<file path="config.mk">
export PLATFORM = sky130hd
export DESIGN_NAME = dcrp_ram
export DESIGN_NICKNAME = d
export VERILOG_FILES = /design/src/design/dcrp_ram.sv
export SDC_FILE = /design/constraint.sdc
export NUM_CORES = 1
export LEC_CHECK = 0
export BUFFER_PORTS_ARGS = -buffer_cell sky130_fd_sc_hd__buf_2
export CORE_MARGIN = 5
export CORE_UTILIZATION = 62
export CTS_CLUSTER_DIAMETER = 120
export DETAILED_ROUTE_END_ITERATION = 8
export GPL_ROUTABILITY_DRIVEN = 0
export PLACE_DENSITY = 0.78
export SLEW_MARGIN = 5
export SYNTH_ARGS = -nofsm -noshare
export SYNTH_HDL_FRONTEND = slang
export SYNTH_SLANG_ARGS = --single-unit
</file>
<file path="constraint.sdc">
create_clock -name clk -period 2.7 [get_ports clk]
set_input_delay 0.405 -clock clk [delete_from_list [all_inputs] [get_ports clk]]
set_output_delay 0.405 -clock clk [all_outputs]
set_load 0.01 [all_outputs]
</file>
<file path="src/design/dcrp_ram.sv">
// ----------------------------------------------------------------------------
// dcrp_ram
// Generic single-write, single-read RAM with registered read data.
// ----------------------------------------------------------------------------
`default_nettype none

module dcrp_ram #(
  parameter int unsigned WIDTH = 8,
  parameter int unsigned DEPTH = 16,
  parameter int unsigned AW    = (DEPTH > 1) ? $clog2(DEPTH) : 1
) (
  input  wire logic             clk,
  input  wire logic             we,
  input  wire logic [AW-1:0]    waddr,
  input  wire logic [WIDTH-1:0] wdata,
  input  wire logic             re,
  input  wire logic [AW-1:0]    raddr,
  output logic      [WIDTH-1:0] rdata
);

  logic [WIDTH-1:0] mem [DEPTH];

  always_ff @(posedge clk) begin
    if (we) begin
      mem[waddr] <= wdata;
    end
    if (re) begin
      rdata <= mem[raddr];
    end
  end

endmodule

`default_nettype wire

</file>
# Word level (Yosys, flattened, before mapping)
# Memory sizes are Yosys's and may differ from the RTL's. A register that Yosys moved wholly into a read port is not among the register bits.
# Index checks and enable logic that the tools add are counted.
totals:
  ff_bits: 0
  latch_bits: 0
  ram_bits: 128
  romBits: 0
  in_bits: 19
  out_inout_bits: 8
  elab_cells: 3
  n_memories: 1
classes:
  add_sub_neg: 0
  n_mul: 0
  div_mod_pow: 0
  order_cmp: 0
  n_eq_ne: 0
  n_shift: 0
  mux: 2
  bitwise: 0
  n_reduce_logical: 0
memory_table:
  columns: ["memory", "depth", "width", "rd", "rd_ports_with_merged_regs", "write_ports", "line_no", "text"]
  rows:
  - ["mem", 16, 8, 1, 1, 1, "21", "logic [WIDTH-1:0] mem [DEPTH];"]
op_table:
  columns: ["operator", "n"]
  rows:
  - ["$mux 1", 2]

# Longest topological paths before layout
# Gate-level depths: netlist of the first run.
depth:
  ltp_word: 2
  ltp_mapped: 5
  mapped_depth_nobuf: 3

# Least setup slack after synthesis of the first run
# Ideal clock, no wire load.
synth_path:
  path_type: "input port to flip-flop"
  startpoint: "input waddr[2]"
  endpoint: "memory mem[0][0] (enable)"
  setup_time_ns: 0.383
  arrival_ns: 1.515
  required_time_ns: 2.317
  setup_slack_ns: 0.802
  path_stages: 2
  path_buffers: 0
  cell_sequence: "or3b_2 > nor3_1"
synth_lines:
  columns: ["item", "line_no", "text"]
  rows:
  - ["start, declared", "14", "input wire logic [AW-1:0] waddr,"]
  - ["end, declared", "21", null]
# No word-level cell before the write port.

==> run metrics, run 1 <==
row count 33; Rel. slew slack 38.6%; first-pass GRT wire length 15,200 um; RSZ-0062 raised after global routing false; Hold WC Path Type input port to flop; commonest non-fill, non-tap cell in the layout edfxtp_1; pin count of the biggest net entering global routing 33; number of synthesized register bits 136; input/output buffers 26; number of synthesis warnings 0; layout cell share with drive strength beyond 1 30.2%; CP endpoint kind flop; Critical Path AT 1.85 ns; Tcrit/Tclk final 59.0%; kind of critical path flop to flop; slowest stage delay, CP 0.53 ns; Die W 102 um; f_max 628 MHz; CP cell instances mux4_1, a22oi_1, nand2_1; post-layout min period 1.59 ns; Avg Inst Size Synth 22.8 um^2; Peak VDD IR 0.000449 V; clk slew on worst S/H paths 0.06 ns; post-CTS setup buffers 0; power per cell area 775 nW/um^2; CTS Hold Buffers Added 0; cts bufs inserted 17; slowest cell on the critical path mux4_1; Syn-to-layout area delta 15.7%; worst clock skew 0.00593 ns; Gate Count Post-Synth 229; final total power 4.69 mW; startpoint types flop; Cell variety after synth 18; Final Max Slew Viols 0; CTS HTree Levels 4; die area 10,400 um^2; CTS tree yes; vias in the first global route 2,577; Syn Nets 248; Top Layer Used met4; crit-path max FO 1; initial antenna violation count 0; CORE AREA 8220 um^2; # nets final 294; Worst-Skew Late Latency 0.52 ns; DR pass1 iterations 4; fillers 441; Fin. Hold Viols 0; wire length on met2 5080 um; Initial Util 63.6%; TritonCTS Sinks 136; sequential area share after synthesis 78.1%; Die Height 102 um; Syn Std Cell Area 5230 um^2; worst hold slack 0.272 ns; io pins 27; Clock Path Buffers 2; met3 WL post-DR 727 um; final wirelength 9760 um; total negative slack 0 ns; Post-Route M1 WL 3840 um; grt ovf 0; via count 2,444; Worst Tran Pin Value 0.917 ns; commonest non-fill, non-tap cells in the layout edfxtp_1 (136), buf_2 (26), mux4_2 (18); outcome finished clean; Root Driver clkbuf_8; Global Route Usage Sum 21.4%; Antenna Nets Post-Route 0; Vias per Instance 6.20; Leak 2.03 nW; CP required 2.96 ns; Final HPWL DP 5990 um; max_cap viols 0; WL/cell 24.8 um; initial DRC count 166; post-CTS resize count 0; final setup violation count 0; # DRC 0
==> Yosys cell counts <==
cell | number | area (um^2)
nor3_1 | 4 | 20.0
mux4_2 | 18 | 405
nand2b_1 | 2 | 12.5
and2b_1 | 1 | 7.51
clkdlybuf4s25_2 | 3 | 30.0
or3b_2 | 1 | 8.76
edfxtp_1 | 136 | 4080
nor2b_1 | 1 | 6.26
mux4_1 | 14 | 368
nand3_1 | 1 | 5.00
nand2_1 | 9 | 33.8
buf_4 | 1 | 7.51
a22oi_1 | 16 | 120
buf_6 | 3 | 33.8
and2_1 | 1 | 6.26
nand3b_1 | 2 | 15.0
buf_2 | 3 | 15.0
nor2_1 | 13 | 48.8
==> layout make-up <==
class | count | area, um^2 | share of cell area, %
multi-input cells | 83 | 1060 | 17.5
clock buffers | 18 | 418 | 6.91
repair buffers | 37 | 225 | 3.73
flip-flops and latches | 136 | 4080 | 67.5
well taps | 105 | 131 | 2.17
clock inverters | 14 | 128 | 2.11
diodes | 1 | 2.50 | 0.0414
==> worst paths after layout <==
| kind | startpoint | endpoint | depth (start not counted) | slack (ns) |
|---|---|---|---|---|
| hold reg to reg | mem[12][7]$_DFFE_PP_ | rdata[7]$_DFFE_PP_ | 3 | 0.77 |
| hold / removal | wdata[2] | mem[12][2]$_DFFE_PP_ | 1 | 0.27 |
| setup / recovery | mem[9][5]$_DFFE_PP_ | rdata[5]$_DFFE_PP_ | 3 | 1.11 |
| setup reg to reg | mem[9][5]$_DFFE_PP_ | rdata[5]$_DFFE_PP_ | 3 | 1.11 |
==> registers in the layout, indices dropped and copies added (netlist names) <==
name	flops
rdata	8
mem	128
==> power by group <==
group          switching, mW  internal, mW
sequential            0.0137          2.38
combinational          0.123        0.0885
clock                  0.859          1.22
total                  0.996          3.69
==> metrics by stage <==
stage | area (um^2) | cells | utilization [%] | worst slack, ns
6_report | 6050 | 394 | 73.6 | 1.11
3_5_place_dp | 5500 | 361 | 66.9 | 0.651
4_1_cts | 6040 | 393 | 73.5 | 1.10
5_1_grt | 6040 | 393 | 73.5 | 1.08
3_3_place_gp | 5500 | 361 | 66.9 | 0.677
2_1_floorplan | 5230 | 229 | - | 0.802
==> per-layer routing <==
layer / vias up / GRT usage, %
met5: - / 0
met4: 0 / 8.27
met3: 14 / 5.60
met2: 99 / 34.9
met1: 1252 / 28.3
li1: 1079 / -
==> worst max-delay path, delay by kind of cell, from the launching register on <==
family             cells  cell delay, ns
muxes                  1            0.53
DFF                    1            0.38
AOI/OAI and AO/OA      1            0.34
and+or+nand+nor        1            0.09
==> logic make-up (layout without fill, tap and decap cells) <==
| family | Yosys count | in the layout | synth area share (%) |
|---|---|---|---|
| buffers and inverters | 10 | 69 | 1.65 |
| AO/OA/AOI/OAI | 16 | 16 | 2.30 |
| other | 0 | 1 | 0 |
| AND/OR/NAND/NOR | 35 | 35 | 3.14 |
| flip-flops | 136 | 136 | 78.1 |
| multiplexers | 32 | 32 | 14.8 |
Power figures use the tool's default switching activity.
==> run 2, diff against run 1 <==
--- a/config.mk
+++ b/config.mk
@@ -5,13 +5,14 @@
 export SDC_FILE = /design/constraint.sdc
 export NUM_CORES = 1
 export LEC_CHECK = 0
+export ABC_AREA = 1
 export BUFFER_PORTS_ARGS = -buffer_cell sky130_fd_sc_hd__buf_2
 export CORE_MARGIN = 5
-export CORE_UTILIZATION = 62
+export CORE_UTILIZATION = 61
 export CTS_CLUSTER_DIAMETER = 120
 export DETAILED_ROUTE_END_ITERATION = 8
 export GPL_ROUTABILITY_DRIVEN = 0
-export PLACE_DENSITY = 0.78
+export PLACE_DENSITY = 0.76
 export SLEW_MARGIN = 5
 export SYNTH_ARGS = -nofsm -noshare
 export SYNTH_HDL_FRONTEND = slang
==> constraint.sdc (replaced) <==
create_clock -name clk -period 1.6 [get_ports clk]
set_input_delay 0.24 -clock clk [delete_from_list [all_inputs] [get_ports clk]]
set_output_delay 0.24 -clock clk [all_outputs]
set_load 0.01 [all_outputs]
==> run metrics, run 2 <==
outcome finished clean; Peak VDD IR 0.00103 V; Vias per Instance 5.59; initial DRC count 528; Largest register FFs 128; row count 35; Final Max Slew Viols 0; commonest non-fill, non-tap cells in the layout nand2_1 (173), edfxtp_1 (136), inv_1 (100); Avg Inst Size Synth 10.6 um^2; CP cell instances buf_2; Clock Path Buffers 2; WHS Path Cells 1; R2R Path Start mem[3][7]$_DFFE_PP_; ys async rst share 0%; Leak 2.96 nW; CTS tree yes; WL/cell 18.7 um; max_cap viols 0; via count 4,115; Setup WS pre-CTS 0.134 ns; grt ovf 0; final wirelength 13,800 um; Syn Std Cell Area 5850 um^2; startpoint types flop; worst min-delay path startpoint re; post-CTS setup buffers 0; first-pass GRT wire length 21,500 um; die area 11,600 um^2; initial antenna violation count 0; cts bufs inserted 17; worst clock skew 0.00715 ns; total negative slack 0 ns; slowest cell on the critical path edfxtp_1; slowest stage delay, CP 0.41 ns; Syn-to-layout area delta 16.5%; largest family of logic cells by synthesized area simple AND/OR/NAND/NOR gates; post-layout min period 1.34 ns; critical path startpoint rdata[3]$_DFFE_PP_; cell depth of the worst flop-to-flop path 6; Worst-Skew Late Latency 0.52 ns; input/output buffers 26; CTS Hold Buffers Added 0; CTS HTree Levels 4; TritonCTS Sinks 136; biggest area consumer among synthesized cells edfxtp_1; Initial Util 63.0%; CP required 1.36 ns; Root Driver clkbuf_8; f_max 748 MHz; vias in the first global route 3,930; Top delay family on crit path flip-flops; RSZ-0062 raised after global routing false; Area contributors post-synth edfxtp_1 (70%), nand2_1 (11%), nand3_1 (8.3%), inv_1 (6.4%), buf_6 (1.2%); mux contribution to synthesized area 0%; Cell variety after synth 11; io pins 27; Post-synth top cells nand2_1 (173), edfxtp_1 (136), inv_1 (100); Worst Tran Pin Value 0.587 ns; kind of critical path flop to primary output; # DRC 0; Tcrit/Tclk final 83.5%; layout cell share with drive strength beyond 1 13.0%; XOR/XNOR share of the synthesized area 0%; Synth Area in Compound Gates 0%; ant diodes 0; met3 WL post-DR 1320 um; DR pass1 iterations 6; pin count of the biggest net entering global routing 65; Adder-Cell Fraction of Synth Area 0%; Gate Count Post-Synth 551; Most flops, register mem; Die Height 108 um; clk slew on worst S/H paths 0.06 ns; Synth Area in Simple Gates 20.8%; Syn Nets 570; sequential area share after synthesis 69.8%; Largest regs mem: 128 flops, rdata: 8 flops; Top Layer Used met4; final worst slack 0.264 ns; wire length on met2 6650 um; Buffers & Inverters on Critical Path 1; number of synthesis warnings 0; crit-path max FO 1; CORE AREA 9280 um^2; most numerous cell in the Yosys netlist nand2_1; power per cell area 1270 nW/um^2; CP endpoint kind primary output; post-CTS resize count 0; Antenna Nets Post-Route 0; Synth top area share 69.8%; Synth Flop Type edfxtp_1; Global Route Usage Sum 25.4%; Final HPWL DP 8300 um; Fin. Hold Viols 0; Worst path depth 1; number of synthesized register bits 136; Die W 108 um; commonest non-fill, non-tap cell in the layout nand2_1; Post-Route M1 WL 5520 um; Critical Path AT 1.10 ns; Hold WC Path Type input port to flop; Rel. slew slack 60.8%; final setup violation count 0; # nets final 613; EDFF count, synth 136
-- run 2: area by class of cell --
type	count	area [um^2]
multi-input combinational	289	1210
clock inverter	14	205
sequential	136	4080
timing repair buffer	48	345
tap	129	161
fill	635	2470
inverter	102	383
clock buffer	18	418
-- run 2: kinds of logic after synthesis --
group | Yosys count
DFF | 136
buffers and inverters | 126
and+or+nand+nor | 289
-- run 2: report_power, final --
group          switching (mW)  total [mW]  internal [mW]  leakage, nW
registers              0.0253        4.04           4.02         1.24
clock network            1.45        4.12           2.67        0.300
logic                   0.362       0.513          0.150         1.43
-- run 2: routing by layer --
metal / up-vias / global-route usage, %
li1: 1869 / -
met1: 1972 / 35.1
met2: 246 / 40.5
met3: 28 / 5.28
met4: 0 / 8.57
met5: - / 0
-- run 2: through the flow --
stage	std cells	util (%)	instance area, um^2	hold WS [ns]	power [mW]
2_1_floorplan	551	-	5850	0.339	4.40
3_3_place_gp	704	66.6	6190	0.617	4.59
3_5_place_dp	704	66.6	6190	0.615	4.61
4_1_cts	736	73.4	6810	0.0761	8.68
5_1_grt	736	73.4	6810	0.0796	8.90
6_report	736	73.4	6810	0.0860	8.67
-- run 2: path summary, 6_finish.rpt --
kind / to / slack (ns)
worst min-delay path: rdata[2]$_DFFE_PP_ / 0.09
worst min register to register: rdata[4]$_DFFE_PP_ / 0.76
worst max-delay path: rdata[3] / 0.26
worst max register to register: rdata[7]$_DFFE_PP_ / 0.41
